`config.mk`:
```
export PLATFORM = sky130hd
export DESIGN_NAME = pwcsr_fifo
export DESIGN_NICKNAME = d
export VERILOG_FILES = /design/src/per_warp_csr_exec_unit_assert.svh /design/src/pwcsr_pkg.sv /design/src/pwcsr_fifo.sv
export SDC_FILE = /design/constraint.sdc
export NUM_CORES = 1
export LEC_CHECK = 0
export BUFFER_PORTS_ARGS = -buffer_cell sky130_fd_sc_hd__buf_2
export CAP_MARGIN = 10
export CORE_MARGIN = 2
export CORE_UTILIZATION = 54
export CTS_CLUSTER_DIAMETER = 40
export DETAILED_ROUTE_END_ITERATION = 10
export PLACE_DENSITY = 0.82
export SLEW_MARGIN = 10
export SYNTH_ARGS = -nofsm -noshare
export SYNTH_HDL_FRONTEND = slang
export SYNTH_SLANG_ARGS = --single-unit
```
`constraint.sdc`:
```
create_clock -name i_clk -period 5 [get_ports i_clk]
set_input_delay 0.75 -clock i_clk [delete_from_list [all_inputs] [get_ports i_clk]]
set_output_delay 0.75 -clock i_clk [all_outputs]
set_load 0.01 [all_outputs]
```
`src/per_warp_csr_exec_unit_assert.svh`:
```
// Assertion macros shared by the CSR execution unit.
`ifndef PER_WARP_CSR_EXEC_UNIT_ASSERT_SVH
`define PER_WARP_CSR_EXEC_UNIT_ASSERT_SVH

// Check that cons holds in the same cycle as ante.
`define PWCSR_ASSERT_SAME(label, ante, cons, msg) \
    label: assert property (@(posedge i_clk) disable iff (!i_rst_n) (ante) |-> (cons)) \
        else $error(msg);

// Check that cons holds in the cycle after ante.
`define PWCSR_ASSERT_NEXT(label, ante, cons, msg) \
    label: assert property (@(posedge i_clk) disable iff (!i_rst_n) (ante) |=> (cons)) \
        else $error(msg);

`endif

```
`src/pwcsr_pkg.sv`:
```
// Shared types and constants of the per-warp CSR execution unit.
package pwcsr_pkg;

    localparam int CSR_ADDR_BITS = 12;
    localparam int CSR_DEPTH     = 4096;
    localparam int WARP_BITS     = 3;
    localparam int WAVE_BITS     = 9;
    localparam int RESULT_BITS   = 32;
    localparam int QUEUE_DEPTH   = 2;
    localparam int Q_PTR_BITS    = 1;

    localparam logic [CSR_ADDR_BITS-1:0] RPC_CSR_ADDR = 12'h80c;
    localparam logic [WAVE_BITS-1:0]     WAVE_RESET   = 9'd32;

    // Instruction kind codes; every other code is an unknown operation.
    typedef enum logic [3:0] {
        KIND_RW        = 4'd0,
        KIND_SET       = 4'd1,
        KIND_CLEAR     = 4'd2,
        KIND_RW_IMM    = 4'd3,
        KIND_SET_IMM   = 4'd4,
        KIND_CLEAR_IMM = 4'd5,
        KIND_VSETVLI   = 4'd6,
        KIND_SETRPC    = 4'd7
    } t_kind;

    // Operation class after decode.
    typedef enum logic [2:0] {
        OP_WRITE   = 3'd0,
        OP_SET     = 3'd1,
        OP_CLEAR   = 3'd2,
        OP_VSETVLI = 3'd3,
        OP_SETRPC  = 3'd4,
        OP_UNKNOWN = 3'd5
    } t_op;

    typedef struct packed {
        t_op                  op;
        logic [WARP_BITS-1:0] warp;
        logic                 in_range;
    } t_req_ctl;

    typedef struct packed {
        logic full;
        logic empty;
    } t_q_sts;

    typedef struct packed {
        logic clearing;
        logic exec;
    } t_back_sts;

endpackage

```
`src/pwcsr_fifo.sv`:
```
// Short request queue between the decode front end and the execute back end.
module pwcsr_fifo #(
    parameter int WIDTH = 64
) (
    input  logic               i_clk,
    input  logic               i_rst_n,
    input  logic               i_push,
    input  logic [WIDTH-1:0]   i_data,
    input  logic               i_pop,
    output logic [WIDTH-1:0]   o_data,
    output pwcsr_pkg::t_q_sts  o_sts
);

    localparam logic [pwcsr_pkg::Q_PTR_BITS:0] FULL_COUNT =
        (pwcsr_pkg::Q_PTR_BITS+1)'(pwcsr_pkg::QUEUE_DEPTH);

    logic [WIDTH-1:0]                  r_slot [pwcsr_pkg::QUEUE_DEPTH];
    logic [pwcsr_pkg::Q_PTR_BITS-1:0]  r_wr_ptr, n_wr_ptr;
    logic [pwcsr_pkg::Q_PTR_BITS-1:0]  r_rd_ptr, n_rd_ptr;
    logic [pwcsr_pkg::Q_PTR_BITS:0]    r_count, n_count;

    assign o_sts.full  = (r_count == FULL_COUNT);
    assign o_sts.empty = (r_count == '0);
    assign o_data      = r_slot[r_rd_ptr];

    always_comb begin
        n_wr_ptr = r_wr_ptr + pwcsr_pkg::Q_PTR_BITS'(i_push);
        n_rd_ptr = r_rd_ptr + pwcsr_pkg::Q_PTR_BITS'(i_pop);
        n_count  = r_count + (pwcsr_pkg::Q_PTR_BITS+1)'(i_push)
                           - (pwcsr_pkg::Q_PTR_BITS+1)'(i_pop);
    end

    always_ff @(posedge i_clk) begin
        if (!i_rst_n) begin
            r_wr_ptr <= '0;
            r_rd_ptr <= '0;
            r_count  <= '0;
        end else begin
            r_wr_ptr <= n_wr_ptr;
            r_rd_ptr <= n_rd_ptr;
            r_count  <= n_count;
        end
    end

    always_ff @(posedge i_clk) begin
        if (i_push) begin
            r_slot[r_wr_ptr] <= i_data;
        end
    end

endmodule

```
; After elaboration in Yosys (flattened, before gate mapping)
; Memories as Yosys holds them, arrays and structs flattened. A register that Yosys moved wholly into a read port is not among the register bits.
; Cells that the tools add are included.
[totals]
reg_bits = 4
latchBits = 0
ramBits = 128
rom_bits = 0
input_bits = 68
output_inout_bits = 66
word_cells = 13
mem_count = 1
[memory_table]
columns = name, words, word_bits, rd, rd_ports_with_merged_regs, write_ports, line_no
row1 = r_slot, 2, 64, 1, 1, 1, pwcsr_fifo.sv:17  ; logic [WIDTH-1:0] r_slot [pwcsr_pkg::QUEUE_DEPTH];
[classes]
n_addsub = 4
mul = 0
div_mod_pow = 0
order_cmp = 0
n_eq_ne = 1
shift = 0
muxes = 3
bitwise = 0
n_reduce_logical = 1
[ops]
columns = operator, n
row1 = 2-to-1 mux 1 bit, 3
row2 = adder 1 bit, 2
row3 = adder 2 x 1 -> 2 bit, 1
row4 = "equality test 2 bit, second input constant", 1
row5 = zero test 2 bit, 1
row6 = subtractor 2 x 1 -> 2 bit, 1

; Logic depth before layout (Yosys ltp)
; Gate-level depths: netlist (run 1).
[logic_depth]
word_depth = 2
mapped_depth = 6
depth_no_buf = 6

; Worst setup path after synthesis (run 1)
; Ideal clock, no wire load.
[synth_path]
kind = input -> register
from = input port i_push
to = memory r_slot[0][0] (enable)
setup_ns = 0.429
arrival_time_ns = 2.303
required_time_ns = 4.571
path_slack_ns = 2.267
stages = 1
n_path_buf = 0
path_cell_list = ha_1
[synth_between]
elab_chain_len = 2
[synth_rtl]
columns = element, line_no
row1 = from (decl), pwcsr_fifo.sv:7  ; input logic i_push,
row2 = 2-to-1 mux 1 bit, pwcsr_fifo.sv:46  ; if (i_push) begin
row3 = 2-to-1 mux 1 bit (implied by the code), pwcsr_fifo.sv:47  ; r_slot[r_wr_ptr] <= i_data;
row4 = to (decl), pwcsr_fifo.sv:17
; Every way passes these cells.

==> results of run 1 <==
==> synth_stat cells <==
library cell	number
buf_12	6
nor2_1	1
and2_1	3
dfxtp_1	5
inv_1	3
ha_1	4
buf_6	1
xor2_1	1
xnor3_1	1
nor2b_1	3
mux2_4	60
mux2_2	4
edfxtp_1	128
==> layout make-up <==
| type | instances | area share, % |
|---|---|---|
| inverters | 3 | 0.175 |
| flip-flops and latches | 133 | 61.3 |
| repair buffers | 134 | 10.5 |
| clock inverters | 13 | 2.14 |
| multi-input cells | 77 | 17.0 |
| clock buffers | 17 | 6.43 |
| well taps | 129 | 2.51 |
==> metrics by stage <==
step / setup slack (ns) / hold slack, ns / std cells / util [%] / total power [µW]
floorplan: 2.27 / 0.521 / 220 / - / 1560
global placement: 2.39 / 0.556 / 476 / 63.7 / 1650
detailed placement: 2.37 / 0.564 / 476 / 63.7 / 1660
CTS: 1.85 / 0.415 / 506 / 69.7 / 2800
global route: 1.76 / 0.407 / 506 / 69.7 / 2870
finish: 1.90 / 0.436 / 506 / 69.7 / 2770
==> registers in the layout, summed over array words and instances (netlist names), named ones only <==
| signal | count |
|---|---|
| r_rd_ptr | 1 |
| r_wr_ptr | 1 |
| r_count | 2 |
| r_slot | 128 |
==> metal layers <==
metal,global-route usage (%),vias to the layer above,share of wire (%)
li1,-,1164,-
met1,18.6,1180,40
met2,26.6,94,52
met3,7.52,4,7.8
met4,4.68,2,0.44
met5,0,-,0.14
==> worst max-delay path, cell delays in order, from the launching register on <==
cell	delay, ns
dfxtp_4	0.82
buf_4	0.53
mux2_4	0.34
buf_2	0.14
==> report_power, final <==
group / switching, µW / total (µW) / leakage [µW] / internal, µW
sequential: 35.4 / 1340 / 0.00124 / 1300
combinational: 131 / 296 / 0.00107 / 165
clock: 432 / 1130 / 0.000255 / 700
total: 599 / 2770 / 0.00257 / 2170
==> kinds of logic (layout without fill, tap and decap cells) <==
| kind of cell | Yosys count | count (layout) |
|---|---|---|
| xor+xnor | 2 | 2 |
| fa+ha+maj | 4 | 4 |
| buf+inv | 10 | 167 |
| flops | 133 | 133 |
| mux | 64 | 64 |
| simple gates | 7 | 7 |
==> path summary, 6_finish.rpt <==
path / depth (start not counted) / to / start
max reg2reg: 2 / r_slot[0][59] / r_wr_ptr
min reg2reg: 2 / flop / r_rd_ptr
min: 1 / r_slot[1][40] / i_data[40]
max: 3 / o_data[57] / flop
==> results.json, run 1 <==
{
  "leakage_uw": 0.00257,
  "crit_type": "reg -> out",
  "finalHoldViolCount": 0,
  "wl_per_cell_um": 15.9,
  "drc": 0,
  "grt_max_degree": 65,
  "rows": 35,
  "status": "completed",
  "arrival_ns": 2.35,
  "grt_pass1_wl_mm": 12.1,
  "ys_top_cells_by_area": "edfxtp_1 75%, mux2_4 17%, buf_12 2.3%, dfxtp_1 1.9%, ha_1 0.97%",
  "area_growth_pct": 24.9,
  "muxShareOfSynthArea_pct": 18.3,
  "synth_top_family_by_area": "multiplexers",
  "power_density_mw_per_mm2": 430,
  "detail_route.vias_per_cell": 4.83,
  "cts_made_buffers": 17,
  "synth-compound-area-share_pct": 0,
  "slew-limit-headroom_pct": 38.6,
  "cts_resized": 0,
  "required_ns": 4.25,
  "die_width_um": 102,
  "dieHeight_um": 102,
  "mostFrequentLayoutCells": "133 x buf_2, 128 x edfxtp_1, 60 x mux2_4",
  "clock_path_buffers": 2,
  "finClkSkew_ns": 0.00884,
  "die_area_mm2": 0.0103,
  "ys.warnings.count": 0,
  "startpoint_type": "flop",
  "numPortBuffers": 133,
  "synth_top_area_share_pct": 74.6,
  "ff2ff_setup_slack_ns": 3.42,
  "wl_mm": 8.02,
  "htreeDepth": 4,
  "max_slew.worst_pin.slew_ns": 0.920,
  "cp_max_fo": 40,
  "post-cts-setup-buffer-count": 0,
  "fin_area_mm2": 0.00644,
  "synth_largest_area_cell": "edfxtp_1",
  "firstDrtPassIters": 4,
  "drt_iter0_drc": 92,
  "synthAdderAreaFrac_pct": 0.971,
  "avgSynthCellArea_um2": 23.4,
  "synth_xor_xnor_area_share_pct": 0.607,
  "synth-seq-cells": 133,
  "drive_gt1_share_pct": 61.0,
  "clk_pin_slew_ns": 0.06,
  "initial_utilization_pct": 55.8,
  "fillCellCount": 604,
  "clk_latency_ns": 0.50,
  "antenna_found_initial": 1,
  "ir_drop_v": 0.000277,
  "ys_seq_area_share_pct": 76.5,
  "gp_congestion": 0.673,
  "vias": 2444,
  "final_common_cell": "buf_2",
  "ios": 134,
  "postSynthCellCount": 220,
  "multi_input_area_mm2": 0.00109,
  "setup_violations": 0,
  "syn-num-nets": 292,
  "ctsHoldBuffers": 0,
  "synthesis.area_mm2": 0.00515,
  "cts_tree": "done",
  "end_kind": "primary output",
  "fin_tns_setup_ns": 0,
  "min_period_ns": 3.10,
  "max_freq_mhz": 322,
  "rsz0062_at_grt": "false",
  "drv_cap": 0,
  "seq_area_mm2": 0.00395,
  "coreArea_mm2": 0.00924,
  "slew_violations": 0,
  "cts_sinks": 133,
  "dpl-instance-area_mm2": 0.00589,
  "detail-route-antenna-nets": 0,
  "hold_path.class": "in -> reg",
  "antenna_cells": 0,
  "final_nets": 438,
  "synth_simple_gate_area_share_pct": 0.801,
  "grt_usage_pct": 16.0,
  "overflow": 0,
  "ys_types": 13,
  "post-route-period-util_pct": 62.1,
  "grt_pass1_vias": 2526,
  "cts-root-buf": "clkbuf_8",
  "dp_hpwl_mm": 5.05
}
Power figures use the tool's default switching activity.
==> run 2, diff against run 1 <==
--- a/config.mk
+++ b/config.mk
@@ -8,10 +8,10 @@
 export BUFFER_PORTS_ARGS = -buffer_cell sky130_fd_sc_hd__buf_2
 export CAP_MARGIN = 10
 export CORE_MARGIN = 2
-export CORE_UTILIZATION = 54
+export CORE_UTILIZATION = 52
 export CTS_CLUSTER_DIAMETER = 40
 export DETAILED_ROUTE_END_ITERATION = 10
-export PLACE_DENSITY = 0.82
+export PLACE_DENSITY = 0.8
 export SLEW_MARGIN = 10
 export SYNTH_ARGS = -nofsm -noshare
 export SYNTH_HDL_FRONTEND = slang
==> constraint.sdc (replaced) <==
create_clock -name i_clk -period 3.1 [get_ports i_clk]
set_input_delay 0.465 -clock i_clk [delete_from_list [all_inputs] [get_ports i_clk]]
set_output_delay 0.465 -clock i_clk [all_outputs]
set_load 0.01 [all_outputs]
==> run 2 against run 1 <==
Combinational power increased by 67%. Sequential cell count unchanged. Final cell count increased by 1.4%. Total power increased by 67%. Die area increased by 3.7%. Routed wire length increased by 0.93%. Register-to-register slack got worse by 1.9 ns. Cell area increased by 0.95%. Global-route usage decreased by 0.26 points. Critical path depth unchanged. Core utilization decreased by 2.6 points. First-iteration DRC count decreased by 13%.
==> results.json, run 2 (synthesized netlist as in run 1, its figures left out) <==
{
  "status": "completed",
  "slew_violations": 0,
  "firstDrtPassIters": 4,
  "post-cts-setup-buffer-count": 0,
  "endpoint": "o_data[28]",
  "cts_made_buffers": 17,
  "detail-route-antenna-nets": 0,
  "dieHeight_um": 104,
  "slew-limit-headroom_pct": 39.8,
  "sw_frac_of_total_pct": 20.4,
  "final_cells": 513,
  "final_common_cell": "buf_2",
  "max_freq_mhz": 411,
  "cts_sinks": 133,
  "vias": 2446,
  "grt_usage_pct": 15.7,
  "mostFrequentLayoutCells": "133 x buf_2, 128 x edfxtp_1, 60 x mux2_4",
  "cts_tree": "done",
  "arrival_ns": 1.97,
  "rr_worst_depth": 2,
  "finalHoldViolCount": 0,
  "setup_violations": 0,
  "wl_mm": 8.10,
  "ff2ff_setup_slack_ns": 1.55,
  "numPortBuffers": 133,
  "drive_gt1_share_pct": 60.0,
  "clk_pin_slew_ns": 0.06,
  "crit_type": "reg -> out",
  "largest_reg_flops": 128,
  "clk_latency_ns": 0.50,
  "max_slew.worst_pin.slew_ns": 0.903,
  "pwr-share-comb_pct": 10.7,
  "final_nets": 439,
  "gp_congestion": 0.655,
  "r2r_start": "r_wr_ptr",
  "internal_power_uw": 3670,
  "regMostFlops": "r_slot",
  "grt_max_degree": 65,
  "ir_drop_v": 0.000377,
  "end_kind": "primary output",
  "coreArea_mm2": 0.00968,
  "power_density_mw_per_mm2": 709,
  "dp_hpwl_mm": 5.06,
  "detail_route.vias_per_cell": 4.77,
  "ios": 134,
  "fillCellCount": 653,
  "antenna_cells": 0,
  "dpl.cell_count": 481,
  "min_period_ns": 2.43,
  "wl_per_cell_um": 15.8,
  "post-route-period-util_pct": 78.5,
  "cts_resized": 0,
  "pwr-share-seq_pct": 46.6,
  "ctsHoldBuffers": 0,
  "rows": 36,
  "utilization_pct": 67.1,
  "cp_max_fo": 23,
  "p_sw_uw": 940,
  "rr_endpoint": "r_slot[0][2]",
  "drc": 0,
  "reg_top3": "r_slot: 128 flops, r_count: 2 flops",
  "area_growth_pct": 26.1,
  "grt_pass1_wl_mm": 12.7,
  "startpoint_type": "flop",
  "drv_cap": 0,
  "overflow": 0,
  "leakage_uw": 0.00261,
  "cts-root-buf": "clkbuf_8",
  "hold_path.class": "in -> reg",
  "antenna_found_initial": 0,
  "htreeDepth": 4,
  "initial_utilization_pct": 53.2,
  "p_clk_share_pct": 42.7,
  "rsz0062_at_grt": "false",
  "die_area_mm2": 0.0107,
  "grt_pass1_vias": 2581,
  "die_width_um": 104,
  "fin_tns_setup_ns": 0,
  "clock_path_buffers": 2,
  "required_ns": 2.63,
  "finClkSkew_ns": 0.00529,
  "drt_iter0_drc": 80
}
run 2: power by group through the flow:
| stage | Sequential (µW) | Clock, µW | Combinational, µW |
|---|---|---|---|
| 2_1_floorplan | 2160 | 0 | 355 |
| 3_3_place_gp | 2180 | 0 | 489 |
| 3_5_place_dp | 2190 | 0 | 500 |
| 6_report | 2150 | 1970 | 493 |
| 5_1_grt | 2160 | 2080 | 534 |
| 4_1_cts | 2150 | 2010 | 503 |
run 2: worst min path at each step:
stage               startpoint       endpoint  slack, ns  depth (start not counted)
CTS                 i_data[41]  r_slot[0][41]       0.12                          1
global route        i_data[61]  r_slot[1][61]       0.12                          1
finish               i_data[5]   r_slot[1][5]       0.15                          1
detailed placement    r_rd_ptr           flop       0.57                          2
floorplan             r_wr_ptr       r_wr_ptr       0.52                          3
global placement      r_rd_ptr           flop       0.56                          2
run 2: per-layer routing:
metal | wire, µm | vias to the layer above | track usage, %
met4 | 124 | 0 | 7.53
met5 | 0 | - | 0
met2 | 4060 | 101 | 25.4
met1 | 3320 | 1175 | 18.3
li1 | - | 1160 | -
met3 | 601 | 10 | 6.67
run 2: layout make-up:
cell class	instances	area, µm²	area share, %
clock buffers	22	433	6.66
clock inverters	10	155	2.39
inverters	3	11.3	0.173
multi-input cells	77	1090	16.8
flip-flops and latches	133	3950	60.7
well taps	133	166	2.56
repair buffers	135	693	10.7
run 2: stage by stage:
step | setup WS, ns | hold slack (ns) | instance area (µm²) | total power [µW]
after floorplan | 0.652 | 0.521 | 5150 | 2520
after global placement | 1.20 | 0.559 | 5910 | 2670
after detailed placement | 1.16 | 0.573 | 5910 | 2690
after CTS | 0.611 | 0.119 | 6500 | 4660
after global routing | 0.576 | 0.116 | 6500 | 4770
final | 0.666 | 0.147 | 6500 | 4610
run 2: worst max-delay path, cell delays in order (launching register included):
cell	delay, ns
dfxtp_4	0.62
buf_4	0.36
mux2_4	0.33
buf_2	0.14
