## src/per_warp_csr_exec_unit_assert.svh

```systemverilog
// Assertion macros shared by the CSR execution unit.
`ifndef PER_WARP_CSR_EXEC_UNIT_ASSERT_SVH
`define PER_WARP_CSR_EXEC_UNIT_ASSERT_SVH

// Check that cons holds in the same cycle as ante.
`define PWCSR_ASSERT_SAME(label, ante, cons, msg) \
    label: assert property (@(posedge i_clk) disable iff (!i_rst_n) (ante) |-> (cons)) \
        else $error(msg);

// Check that cons holds in the cycle after ante.
`define PWCSR_ASSERT_NEXT(label, ante, cons, msg) \
    label: assert property (@(posedge i_clk) disable iff (!i_rst_n) (ante) |=> (cons)) \
        else $error(msg);

`endif

```

## src/pwcsr_pkg.sv

```systemverilog
// Shared types and constants of the per-warp CSR execution unit.
package pwcsr_pkg;

    localparam int CSR_ADDR_BITS = 12;
    localparam int CSR_DEPTH     = 4096;
    localparam int WARP_BITS     = 3;
    localparam int WAVE_BITS     = 9;
    localparam int RESULT_BITS   = 32;
    localparam int QUEUE_DEPTH   = 2;
    localparam int Q_PTR_BITS    = 1;

    localparam logic [CSR_ADDR_BITS-1:0] RPC_CSR_ADDR = 12'h80c;
    localparam logic [WAVE_BITS-1:0]     WAVE_RESET   = 9'd32;

    // Instruction kind codes; every other code is an unknown operation.
    typedef enum logic [3:0] {
        KIND_RW        = 4'd0,
        KIND_SET       = 4'd1,
        KIND_CLEAR     = 4'd2,
        KIND_RW_IMM    = 4'd3,
        KIND_SET_IMM   = 4'd4,
        KIND_CLEAR_IMM = 4'd5,
        KIND_VSETVLI   = 4'd6,
        KIND_SETRPC    = 4'd7
    } t_kind;

    // Operation class after decode.
    typedef enum logic [2:0] {
        OP_WRITE   = 3'd0,
        OP_SET     = 3'd1,
        OP_CLEAR   = 3'd2,
        OP_VSETVLI = 3'd3,
        OP_SETRPC  = 3'd4,
        OP_UNKNOWN = 3'd5
    } t_op;

    typedef struct packed {
        t_op                  op;
        logic [WARP_BITS-1:0] warp;
        logic                 in_range;
    } t_req_ctl;

    typedef struct packed {
        logic full;
        logic empty;
    } t_q_sts;

    typedef struct packed {
        logic clearing;
        logic exec;
    } t_back_sts;

endpackage

```

## src/pwcsr_front.sv

```systemverilog
// Front end: accepts and decodes CSR requests; queues those that write a result.
module pwcsr_front #(
    parameter int NUM_WARPS  = 8,
    parameter int DATA_WIDTH = 32
) (
    input  logic                                  i_in_valid,
    output logic                                  o_in_stall,
    input  logic [3:0]                            i_kind,
    input  logic [pwcsr_pkg::WARP_BITS-1:0]       i_warp_index,
    input  logic [pwcsr_pkg::CSR_ADDR_BITS-1:0]   i_csr_address,
    input  logic [31:0]                           i_source_one,
    input  logic [31:0]                           i_source_two,
    input  logic [4:0]                            i_immediate,
    input  logic                                  i_writes_result,
    input  pwcsr_pkg::t_q_sts                     i_q_sts,
    input  logic                                  i_clearing,
    output logic                                  o_push,
    output pwcsr_pkg::t_req_ctl                   o_ctl,
    output logic [$clog2(NUM_WARPS*pwcsr_pkg::CSR_DEPTH)-1:0] o_addr,
    output logic [DATA_WIDTH-1:0]                 o_operand
);

    localparam int ADDR_BITS = $clog2(NUM_WARPS * pwcsr_pkg::CSR_DEPTH);

    logic [32:0]                          rpc_sum;
    logic [pwcsr_pkg::CSR_ADDR_BITS-1:0]  tgt_addr;

    assign o_in_stall = i_q_sts.full || i_clearing;
    // Drop requests that write no result: accept them but queue nothing.
    assign o_push     = i_in_valid && !o_in_stall && i_writes_result;

    assign rpc_sum = {1'b0, i_source_one} + {1'b0, i_source_two};

    always_comb begin
        o_ctl.warp     = i_warp_index;
        o_ctl.in_range = ({3'b000, i_warp_index} < 6'(NUM_WARPS));
        o_ctl.op       = pwcsr_pkg::OP_UNKNOWN;
        o_operand      = '0;
        tgt_addr       = i_csr_address;
        unique case (i_kind)
            pwcsr_pkg::KIND_RW: begin
                o_ctl.op  = pwcsr_pkg::OP_WRITE;
                o_operand = DATA_WIDTH'(i_source_one);
            end
            pwcsr_pkg::KIND_SET: begin
                o_ctl.op  = pwcsr_pkg::OP_SET;
                o_operand = DATA_WIDTH'(i_source_one);
            end
            pwcsr_pkg::KIND_CLEAR: begin
                o_ctl.op  = pwcsr_pkg::OP_CLEAR;
                o_operand = DATA_WIDTH'(i_source_one);
            end
            pwcsr_pkg::KIND_RW_IMM: begin
                o_ctl.op  = pwcsr_pkg::OP_WRITE;
                o_operand = DATA_WIDTH'(i_immediate);
            end
            pwcsr_pkg::KIND_SET_IMM: begin
                o_ctl.op  = pwcsr_pkg::OP_SET;
                o_operand = DATA_WIDTH'(i_immediate);
            end
            pwcsr_pkg::KIND_CLEAR_IMM: begin
                o_ctl.op  = pwcsr_pkg::OP_CLEAR;
                o_operand = DATA_WIDTH'(i_immediate);
            end
            pwcsr_pkg::KIND_VSETVLI: begin
                o_ctl.op  = pwcsr_pkg::OP_VSETVLI;
            end
            pwcsr_pkg::KIND_SETRPC: begin
                o_ctl.op  = pwcsr_pkg::OP_SETRPC;
                o_operand = DATA_WIDTH'(rpc_sum);
                tgt_addr  = pwcsr_pkg::RPC_CSR_ADDR;
            end
            default: begin
                o_ctl.op  = pwcsr_pkg::OP_UNKNOWN;
            end
        endcase
    end

    // Flat entry index: warp times the file depth plus the CSR number.
    assign o_addr = ADDR_BITS'({i_warp_index, tgt_addr});

endmodule

```

## config.mk

```make
export PLATFORM = sky130hd
export DESIGN_NAME = pwcsr_front
export DESIGN_NICKNAME = d
export VERILOG_FILES = /design/src/per_warp_csr_exec_unit_assert.svh /design/src/pwcsr_pkg.sv /design/src/pwcsr_front.sv
export SDC_FILE = /design/constraint.sdc
export NUM_CORES = 1
export LEC_CHECK = 0
export ABC_AREA = 1
export BUFFER_PORTS_ARGS = -buffer_cell sky130_fd_sc_hd__buf_2
export CORE_UTILIZATION = 40
export DETAILED_ROUTE_END_ITERATION = 16
export MAX_ROUTING_LAYER = met4
export PLACE_DENSITY_LB_ADDON = 0.12
export SLEW_MARGIN = 20
export SYNTH_ARGS = -nofsm -noshare
export SYNTH_HDL_FRONTEND = slang
export SYNTH_SLANG_ARGS = --single-unit
```

## constraint.sdc

```tcl
create_clock -name vclk -period 3.4
set_input_delay 0.51 -clock vclk [all_inputs]
set_output_delay 0.51 -clock vclk [all_outputs]
set_load 0.02 [all_outputs]
```

Word-level counts from Yosys, hierarchy flattened --
Cells that the tools add are included.
Operators by class: add/subtract/negate cells 1, equality and inequality tests 7, multiplexer cells 3, reductions and logical operators 10
Operator list (count):
- $pmux W32 S3 | 1
- $add A32 B32 Y32 | 1
- $eq A4 B3 Y1 const B | 4
- $pmux W3 S5 | 1
- $mux W12 | 1
- $eq A4 B2 Y1 const B | 2
- $reduce_or A2 Y1 | 3
- $reduce_or A3 Y1 | 2
- $eq A4 B1 Y1 const B | 1
- $logic_not A4 Y1 | 1
- $logic_and A1 B1 Y1 | 2
- $logic_not A1 Y1 | 1
- $logic_or A1 B1 Y1 | 1
Storage, ports and cells: flip-flop bits (word level) 0, input bits 93, output and inout bits 56, logic and storage cells 21

Depth between registers and ports, before layout --
Gate-level depths: netlist of run 1.
word-level depth 4, depth in mapped cells 14, mapped depth without buffers 14

Worst setup path before layout of run 1 --
No wires, ideal clock.
path type input-to-output, start input port i_source_one[0], end output port o_operand[2], arrival time 2.104 ns, required time 2.890 ns, setup slack 0.786 ns, stages 6, buffers on the path 0, cells stage by stage ha_1 -> inv_1 -> fa_1 -> inv_1 -> nor2_1 -> o311ai_0
Between the ends: longest elaborated chain between the ends 2
Ends and longest elaborated chain:
- start, declared | RTL line pwcsr_front.sv:11 | input logic [31:0] i_source_one,
- $add A32 B32 Y32 | RTL line pwcsr_front.sv:32 | assign rpc_sum = {1'b0, i_source_one} + {1'b0, i_source_two};
- $pmux W32 S3 | RTL line pwcsr_front.sv:40 | unique case (i_kind)
- end, declared | RTL line pwcsr_front.sv:20 | output logic [DATA_WIDTH-1:0] o_operand
Every way passes these cells.

Worst setup path after layout of run 1 --
start input port i_source_one[0], end output port o_operand[24]
Same word-level chain as after synthesis.

==> summary.md, run 1 <==
| Metric | Value |
|---|---|
| Post-layout util | `approximately half` |
| Starting DRC count in detailed routing | `140` |
| Critical path, cell by cell | `buf_2, ha_1, inv_1, fa_1, inv_1, nand3_1, nand3_1, nand2_1, nand2_1, nand2_1, nand3_1, nand2_1, nand3_1, nand2_1, buf_2` |
| Final hold vios | `0` |
| Placed Cells | `a little under 900` |
| Number of global-route vias before repair | `3287` |
| Final setup viols | `0` |
| Initial Utilization | `41.73%` |
| Critical-path maximum fanout | `4` |
| Layout fillers | `894` |
| Number of distinct library cells after synthesis | `33` |
| Diode count | `0` |
| Clock buffers | `0` |
| CP max stage delay | `0.38 ns` |
| # IOs | `149` |
| Hold depth | `0` |
| Pwr/cell area | `154.4 nW/µm²` |
| Chip width | `89.45 µm` |
| Die height | `89.45 µm` |
| Layout cells sized above 1 | `22.51%` |
| Most frequent cells in the layout | `nand2_1 (281), buf_2 (138), inv_1 (129)` |
| Sequential area share after synthesis | `0%` |
| Crit-path most repeated cell | `nand2_1` |
| Post-CTS sizing | `0` |
| Nets | `900` |
| WP data arrival | `2.38 ns` |
| Period utilization | `84.94%` |
| Gr ovfl total | `0` |
| Mapped Area | `3059 µm²` |
| Crit path launch type | `primary input` |
| First-pass GRT wire length | `14700 µm` |
| Most common cell after layout, fill and taps aside | `nand2_1` |
| Worst setup path class | `in -> out` |
| Peak VDD IR | `~0.000056 V` |
| FFs & Latches | `0` |
| Hold_buf cts | `0` |
| Total vias in the final route | `4044` |
| Post-route ant nets | `0` |
| Rel. slew slack | `about 58%` |
| # port buffers | `138` |
| CP max stage cell | `fa_1` |
| Post-CTS Setup Repair Bufs | `0` |
| Post-synth net total | `approximately 770` |
| DRC | `0` |
| Max Slew Vio Count | `0` |
| Crit path max-delay family | `simple AND/OR/NAND/NOR gates` |
| Layout Cells excl Fill | `872` |
| CP bufs+invs | `4` |
| Vias/cell | `4.638` |
| Syn. warnings | `0` |
| Total power | `between 500 and 600 µW` |
| Post-Place Cell Area | `3799 µm²` |
| Sequential cell area | `0 µm²` |
| Core footprint | `roughly 7300 µm²` |
| Drt pass-1 iters | `5` |
| Post-DP HPWL | `8429 µm` |
| Die area | `8001 µm²` |
| Hold Crit Start | `i_warp_index[1]` |
| Outcome | `completed` |
| Initial antenna violation count | `0` |
| Maximum number of pins on one net before global-route repair | `34` |
| HP Class | `in -> out` |
| RSZ-0062 raised after global routing | `false` |
| CP Capture Type | `primary output` |
| Drt wl/cell | `11.06 µm` |
| Syn Area/Cell | `4.728 µm²` |
| Critical Path RT | `2.89 ns` |
| Routability cong. | `0.9229` |
| Final WL | `slightly below 10000 µm` |
| Number of max-cap violations | `0` |
| Leakage | `2.640 nW` |
| P&R area growth vs syn | `24.17%` |
| Tmin final | `2.888 ns` |
| Setup_tns | `0 ns` |
| Placement Rows | `31` |
| Cells after Synth | `647` |
| Slew at the pin with the worst max-slew slack | `between 0.6 and 0.7 ns` |
| Finished layout cell area | `3799 µm²` |
| Tot GR Track Use | `23.81%` |
| Hold path endpoint | `o_addr[13]` |
| Peak Freq | `346.3 MHz` |
==> area by class of cell <==
type / count / area (µm²) / area share, %
Inverter: 133 / 499.2 / 13.14
Multi-Input combinational cell: 500 / 2470 / 65.02
Tap cell: 99 / 123.9 / 3.261
Timing Repair Buffer: 140 / 705.7 / 18.58
==> metrics by stage <==
| step | setup WS (ns) | hold WS (ns) |
|---|---|---|
| global placement | 0.5519 | 1.020 |
| detailed placement | 0.5360 | 1.020 |
| global route | 0.3013 | 1.020 |
| floorplan | 0.7864 | 1.133 |
| finish | 0.5119 | 1.020 |
| CTS | 0.5324 | 1.020 |
==> kinds of logic after synthesis <==
group / count (synthesis) / synth area share [%]
adders and majority gates: 32 / 13.33
xor gates and xnor gates: 4 / 1.145
and+or+nand+nor: 413 / 56.93
buffers and inverters: 147 / 19.26
other: 1 / 0.1226
AOI/OAI and AO/OA: 50 / 9.202
==> worst max-delay path by stage <==
stage | startpoint | endpoint | cells after the start
global placement | i_source_one[0] | o_operand[24] | 14
global route | i_source_one[0] | o_operand[24] | 15
finish | i_source_one[0] | o_operand[24] | 15
detailed placement | i_source_one[0] | o_operand[24] | 14
floorplan | i_source_one[0] | o_operand[2] | 6
CTS | i_source_one[0] | o_operand[24] | 14
==> per-layer routing <==
layer  share of wire, %  vias up  track usage (%)
met5                  0        -                -
met4               0.75        0            1.443
li1                   -     2206                -
met2                 43      121            39.42
met3                4.6        5           0.2770
met1                 51     1712            33.90
==> cell usage after synthesis (3+ instances only) <==
cell type / number / area (µm²)
nand3_1: 42 / 210.2
nand4_1: 3 / 18.77
nand2_1: 281 / 1055
or2_2: 6 / 37.54
nand2_2: 12 / 75.07
nand3_2: 6 / 60.06
nor2_1: 50 / 187.7
inv_2: 4 / 15.01
nor2_2: 3 / 18.77
buf_4: 9 / 67.56
o21ai_0: 12 / 60.06
buf_2: 3 / 15.01
nand3b_1: 4 / 30.03
inv_1: 129 / 484.2
a21oi_1: 26 / 130.1
o21bai_1: 3 / 22.52
a22oi_1: 3 / 22.52
ha_1: 31 / 387.9
==> report_power, final <==
group	internal (mW)	switching, mW	total [mW]
Sequential	0	0	0
Clock	0	0	0
Combinational	0.212	0.374	0.587
Total	0.212	0.374	0.587
(Power assumes the default switching activity.)
==> run 2: changes to the inputs <==
Clock period 3.4 ns to 2.9 ns, I/O delays scaled along.
==> run 2 against run 1 <==
Effect of this change: flip-flop and latch count unchanged; global-route usage increased by 0.65 points; final cell count increased by 0.11%; cell area increased by 0.53%; critical path depth decreased by 1; wire length increased by 1.6%; sequential share of layout area unchanged; count of clock-buffer cells in the layout unchanged; hold slack got worse by 0.15 ns; total power increased by 18%; via count increased by 0.91%.
==> summary.md, run 2 (synthesis gave the netlist of run 1 again) <==
| Metric | Value |
|---|---|
| Setup_tns | `0 ns (unchanged)` |
| Core footprint | `7331 µm² (unchanged)` |
| Routability cong. | `0.9165 (was 0.9229)` |
| Layout fillers | `825 (was 894)` |
| P&R area growth vs syn | `24.83% (was 24.17%)` |
| Die height | `89.45 µm (unchanged)` |
| Net Sw Frac | `63.74% (was 63.82%)` |
| Fin worst setup slack | `0.1794 ns (was 0.5119 ns)` |
| Post-CTS Setup Repair Bufs | `0 (unchanged)` |
| Worst setup path class | `in -> out (unchanged)` |
| Final hold vios | `0 (unchanged)` |
| Rel. slew slack | `59.99% (was 57.76%)` |
| Chip width | `89.45 µm (unchanged)` |
| Max Slew Vio Count | `0 (unchanged)` |
| Most frequent cells in the layout | `nand2_1 (281), buf_2 (138), inv_1 (128) (was nand2_1 (281), buf_2 (138), inv_1 (129))` |
| Drt pass-1 iters | `5 (unchanged)` |
| DRC | `0 (unchanged)` |
| Outcome | `completed (unchanged)` |
| Die area | `8001 µm² (unchanged)` |
| Share of power burned in registers | `0% (about the same)` |
| Dpl ws | `0.1708 ns (was 0.5360 ns)` |
| Clock power share | `0% (about the same)` |
| Starting DRC count in detailed routing | `158 (was 140)` |
| Period utilization | `a little over nine tenths` |
| Critical Path RT | `2.47 ns (was 2.89 ns)` |
| First-pass GRT wire length | `14980 µm (was 14700 µm)` |
| # IOs | `149 (unchanged)` |
| Int Pwr | `251.0 µW (was 212.3 µW)` |
| Peak Freq | `367.6 MHz` |
| RSZ-0062 raised after global routing | `false (unchanged)` |
| Number of global-route vias before repair | `3396 (was 3287)` |
| Tot GR Track Use | `24.47% (was 23.81%)` |
| Clock buffers | `0 (unchanged)` |
| Combinational power share | `100.0% (about the same)` |
| Initial Utilization | `41.73% (unchanged)` |
| Tmin final | `2.721 ns` |
| Leakage | `2.647 nW (was 2.640 nW)` |
| Slew at the pin with the worst max-slew slack | `0.5939 ns (was 0.6329 ns)` |
| HP Class | `in -> out (unchanged)` |
| Initial antenna violation count | `0 (unchanged)` |
| Most common cell after layout, fill and taps aside | `nand2_1 (unchanged)` |
| Critical-path maximum fanout | `4 (unchanged)` |
| Layout cells sized above 1 | `22.74% (was 22.51%)` |
| Drt wl/cell | `11.22 µm (was 11.06 µm)` |
| Nets | `901 (was 900)` |
| Maximum number of pins on one net before global-route repair | `24 (was 34)` |
| Total vias in the final route | `4081 (was 4044)` |
| Placement Rows | `31 (unchanged)` |
| Final WL | `9795 µm (was 9645 µm)` |
| WP data arrival | `2.29 ns (was 2.38 ns)` |
| Peak VDD IR | `0.00007103 V (was 0.00005595 V)` |
| Post-route ant nets | `0 (unchanged)` |
| # port buffers | `138 (unchanged)` |
| Crit path launch type | `primary input (unchanged)` |
| FFs & Latches | `0 (unchanged)` |
| Pwr/cell area | `181.2 nW/µm² (was 154.4 nW/µm²)` |
| Multi-input gate area | `2470 µm² (unchanged)` |
| Psw | `441.1 µW (was 374.4 µW)` |
| Post-DP HPWL | `8635 µm (was 8429 µm)` |
| Gr ovfl total | `0 (unchanged)` |
| Vias/cell | `4.675 (was 4.638)` |
| Diode count | `0 (unchanged)` |
| Final setup viols | `0 (unchanged)` |
| CP Capture Type | `primary output (unchanged)` |
| Number of max-cap violations | `0 (unchanged)` |
| Sequential cell area | `0 µm² (unchanged)` |
-- run 2: changes by cell type in the layout (fill, tap and decap cells not counted), sizes merged --
cell,change
buf,+1
-- run 2: cell type report --
| type | instances | share of cell area [%] |
|---|---|---|
| Inverter | 133 | 13.07 |
| Multi-Input combinational cell | 500 | 64.68 |
| Tap cell | 99 | 3.244 |
| Timing Repair Buffer | 141 | 19.00 |
-- run 2: worst paths after layout --
| path | startpoint | endpoint | slack, ns | cells after the start |
|---|---|---|---|---|
| worst max-delay path | i_source_one[0] | o_operand[16] | 0.18 | 14 |
| worst min-delay path | i_warp_index[1] | o_addr[13] | 0.87 | 0 |
-- run 2: timing repair --
item,4_1_cts,5_1_grt
setup endpoints to repair,0,2
gates resized for setup,0,1
hold buffers,0,0
-- run 2: routing by layer --
metal | vias up | wire (µm) | track usage, %
met3 | 4 | 460 | 0.4617
met4 | 0 | 53 | 1.587
met2 | 121 | 4247 | 40.74
met1 | 1747 | 5034 | 34.50
met5 | - | 0 | -
li1 | 2209 | - | -
-- run 2: per-stage QoR --
stage | power (mW) | util [%] | area [µm²] | std cells | hold slack [ns]
2_1_floorplan | 0.4825 | - | 3059 | 647 | 0.9826
3_3_place_gp | 0.6784 | 52.09 | 3819 | 873 | 0.8702
3_5_place_dp | 0.6869 | 52.09 | 3819 | 873 | 0.8702
4_1_cts | 0.6900 | 52.09 | 3819 | 873 | 0.8702
5_1_grt | 0.7809 | 52.09 | 3819 | 873 | 0.8700
6_report | 0.6921 | 52.09 | 3819 | 873 | 0.8700
-- run 2: worst max-delay path, cell delays in order --
cell and delay, ns:
buf_2 0.09, ha_1 0.20, inv_1 0.07, fa_1 0.40, inv_2 0.11, nand3_1 0.08
nand3_1 0.15, nand2_1 0.07, nand2_1 0.12, nand3_1 0.11, nand3b_1 0.10, nand3_1 0.09
nand2_1 0.09, buf_2 0.15
-- run 2: power groups by stage --
stage	Sequential (mW)	Combinational [mW]	Clock (mW)
3_5_place_dp	0	0.687	0
5_1_grt	0	0.781	0
6_report	0	0.692	0
3_3_place_gp	0	0.678	0
2_1_floorplan	0	0.483	0
4_1_cts	0	0.690	0
==> run 3: changes to the inputs <==
Settings changed: ABC_AREA 1 to unset.
==> run 3 against run 2 <==
Effect of this change: critical path type unchanged; the flow now finishes with violations (setup timing); die area decreased by 24%; largest cell class unchanged; combinational power rose by 25%; total power increased by 25%; final cell count down 32%; hold slack is essentially flat.
==> summary.md, run 3 <==
| Metric | Value |
|---|---|
| Leakage | `2.035 nW (was 2.647 nW)` |
| DRC | `0 (unchanged)` |
| WP data arrival | `2.68 ns (was 2.29 ns)` |
| Peak Freq | `320.7 MHz (was 367.6 MHz)` |
| Psw | `429.2 µW (was 441.1 µW)` |
| Rel. slew slack | `62.75% (was 59.99%)` |
| Tot GR Track Use | `25.96% (was 24.47%)` |
| Total vias in the final route | `3209 (was 4081)` |
| RSZ-0062 raised after global routing | `true (was false)` |
| HP Class | `in -> out (unchanged)` |
| Final WL | `8264 µm (was 9795 µm)` |
| CP Capture Type | `primary output (unchanged)` |
| Dpl ws | `-0.3839 ns (was 0.1708 ns)` |
| Drt pass-1 iters | `7 (was 5)` |
| Outcome | `finished with violations (was completed)` |
| Share of power burned in registers | `0% (about the same)` |
| First-pass GRT wire length | `13100 µm (was 14980 µm)` |
| Chip width | `77.76 µm (was 89.45 µm)` |
| Syn Area/Cell | `6.773 µm² (was 4.728 µm²)` |
| Nets | `650 (was 901)` |
| Number of distinct library cells after synthesis | `64 (was 33)` |
| Core footprint | `5507 µm² (was 7331 µm²)` |
| Finished layout cell area | `4103 µm² (was 3819 µm²)` |
| Sequential area share after synthesis | `0% (unchanged)` |
| Multi-input gate area | `2572 µm² (was 2470 µm²)` |
| Routability cong. | `0.8539 (was 0.9165)` |
| Post-synth top area share | `16.89% (was 34.48%)` |
| Most common cell after layout, fill and taps aside | `buf_2 (was nand2_1)` |
| Post-route ant nets | `0 (unchanged)` |
| Placement Rows | `27 (was 31)` |
| Post-synth net total | `464 (was 772)` |
| Syn. warnings | `0 (unchanged)` |
| Maximum number of pins on one net before global-route repair | `44 (was 24)` |
| Gr ovfl total | `0 (unchanged)` |
| Clock power share | `0% (about the same)` |
| Max Slew Vio Count | `0 (unchanged)` |
| # port buffers | `138 (unchanged)` |
| Sequential cell area | `0 µm² (unchanged)` |
| Peak VDD IR | `0.0001143 V (was 0.00007103 V)` |
| Net Sw Frac | `49.75% (was 63.74%)` |
| Fin worst setup slack | `-0.2179 ns (was 0.1794 ns)` |
| Worst setup path class | `in -> out (unchanged)` |
| Commonest cells post-synth | `nand2_1 (37), ha_1 (31), o21ai_0 (30), a21oi_1 (25), a21o_1 (20) (was nand2_1 (281), inv_1 (129), nor2_1 (50), nand3_1 (42), ha_1 (31))` |
| Failing checks | `setup timing` |
| Slew at the pin with the worst max-slew slack | `0.5588 ns (was 0.5939 ns)` |
| Period utilization | `107.5% (was 93.81%)` |
| Number of global-route vias before repair | `3000 (was 3396)` |
| Initial antenna violation count | `0 (unchanged)` |
| # IOs | `149 (unchanged)` |
| Diode count | `0 (unchanged)` |
| Tmin final | `3.118 ns (was 2.721 ns)` |
| Pwr/cell area | `210.3 nW/µm² (was 181.2 nW/µm²)` |
| Initial Utilization | `41.70% (was 41.73%)` |
| Setup crit start | `i_source_one[0] (unchanged)` |
| Most area-consuming cells after synthesis | `ha_1 (17%), a21o_1 (6.5%), o21ai_0 (6.5%) (was nand2_1 (34%), inv_1 (16%), ha_1 (13%))` |
| Most common cell in the netlist | `nand2_1 (unchanged)` |
| Crit path launch type | `primary input (unchanged)` |
| Die height | `77.76 µm (was 89.45 µm)` |
| P&R area growth vs syn | `78.69% (was 24.83%)` |
| Starting DRC count in detailed routing | `82 (was 158)` |
| Number of max-cap violations | `0 (unchanged)` |
| Most frequent cells in the layout | `buf_2 (112), buf_4 (72), nand2_1 (37) (was nand2_1 (281), buf_2 (138), inv_1 (128))` |
| Post-Place Cell Area | `3447 µm² (was 3819 µm²)` |
| Layout fillers | `431 (was 825)` |
| Int Pwr | `433.6 µW (was 251.0 µW)` |
| Total power | `862.8 µW (was 692.1 µW)` |
| Yosys top cell by area | `ha_1 (was nand2_1)` |
| Layout cells sized above 1 | `53.54% (was 22.74%)` |
| Clock buffers | `0 (unchanged)` |
| Critical Path RT | `2.47 ns (about the same)` |
| CP endpoint | `o_operand[18] (was o_operand[16])` |
| Hold_buf cts | `0 (unchanged)` |
| Final hold vios | `0 (unchanged)` |
| Drt wl/cell | `13.89 µm (was 11.22 µm)` |
| Mapped Area | `2296 µm² (was 3059 µm²)` |
| Cells after Synth | `339 (was 647)` |
| Critical-path maximum fanout | `3 (was 4)` |
| Post-DP HPWL | `6136 µm (was 8635 µm)` |
| Final setup viols | `15 (was 0)` |
| Setup_tns | `-1.824 ns (was 0 ns)` |
| Combinational power share | `100.0% (about the same)` |
| Die area | `6047 µm² (was 8001 µm²)` |
| FFs & Latches | `0 (unchanged)` |
| Vias/cell | `5.393 (was 4.675)` |
==> run 3: power groups by stage <==
stage / Sequential [mW] / Combinational (mW) / Clock [mW]
after floorplan: 0 / 0.441 / 0
after global placement: 0 / 0.695 / 0
after detailed placement: 0 / 0.702 / 0
after CTS: 0 / 0.809 / 0
after global routing: 0 / 0.936 / 0
final: 0 / 0.863 / 0
==> run 3: worst min-delay path by stage <==
stage / start / to / slack (ns) / depth (start not counted)
floorplan: i_kind[3] / o_ctl[5] / 0.95 / 1
global placement: i_warp_index[1] / o_ctl[2] / 0.87 / 0
detailed placement: i_warp_index[1] / o_ctl[2] / 0.87 / 0
CTS: i_warp_index[1] / o_ctl[2] / 0.87 / 0
global route: i_warp_index[2] / o_ctl[3] / 0.87 / 0
finish: i_warp_index[1] / o_ctl[2] / 0.87 / 0
==> run 3: worst max-delay path, cell delays in order <==
cell and delay (ns):
buf_8 0.08, ha_4 0.12, inv_2 0.04, fa_2 0.35, and2b_1 0.21, o31a_2 0.17
o211ai_4 0.09, o21ba_4 0.24, buf_6 0.11, o31a_1 0.31, o21bai_1 0.16, xnor2_1 0.11
o21ai_2 0.13, buf_6 0.13
==> run 3: final cells by class <==
| cell class | instances | area share (%) |
|---|---|---|
| multi-input cells | 301 | 62.70 |
| repair buffers | 208 | 33.82 |
| well taps | 72 | 2.196 |
| inverters | 14 | 1.281 |
==> run 3: what timing repair did <==
item / 4_1_cts / 5_1_grt
buffers inserted: 12 / 0
gates resized for setup: 76 / 42
setup endpoints to repair: 20 / 20
pin swaps: 40 / 23
gates cloned: 0 / 0
==> run 3: layer usage <==
layer	share of wire, %	track usage (%)	vias up
li1	-	-	1634
met1	44	32.55	1480
met2	52	47.52	91
met3	4.3	0.8235	4
met4	0.35	2.453	0
met5	0	-	-
==> run 3: stage by stage <==
stage | hold WS (ns) | std cells | utilization [%]
finish | 0.8700 | 595 | 74.51
global route | 0.8701 | 595 | 74.51
global placement | 0.8704 | 585 | 62.60
CTS | 0.8704 | 597 | 71.53
detailed placement | 0.8704 | 585 | 62.60
floorplan | 0.9498 | 339 | -
==> run 3: logic make-up (layout without fill, tap and decap cells) <==
kind of cell               count (synthesis)  count (layout)  synth area share (%)
adders and majority gates                 32              32                 17.77
buffers and inverters                     38             222                 7.956
and+or+nand+nor                          112             112                 25.18
other                                      1               1                0.1633
AOI/OAI and AO/OA                        133             133                 40.06
muxes                                      2               2                0.8720
xor gates and xnor gates                  21              21                 8.011
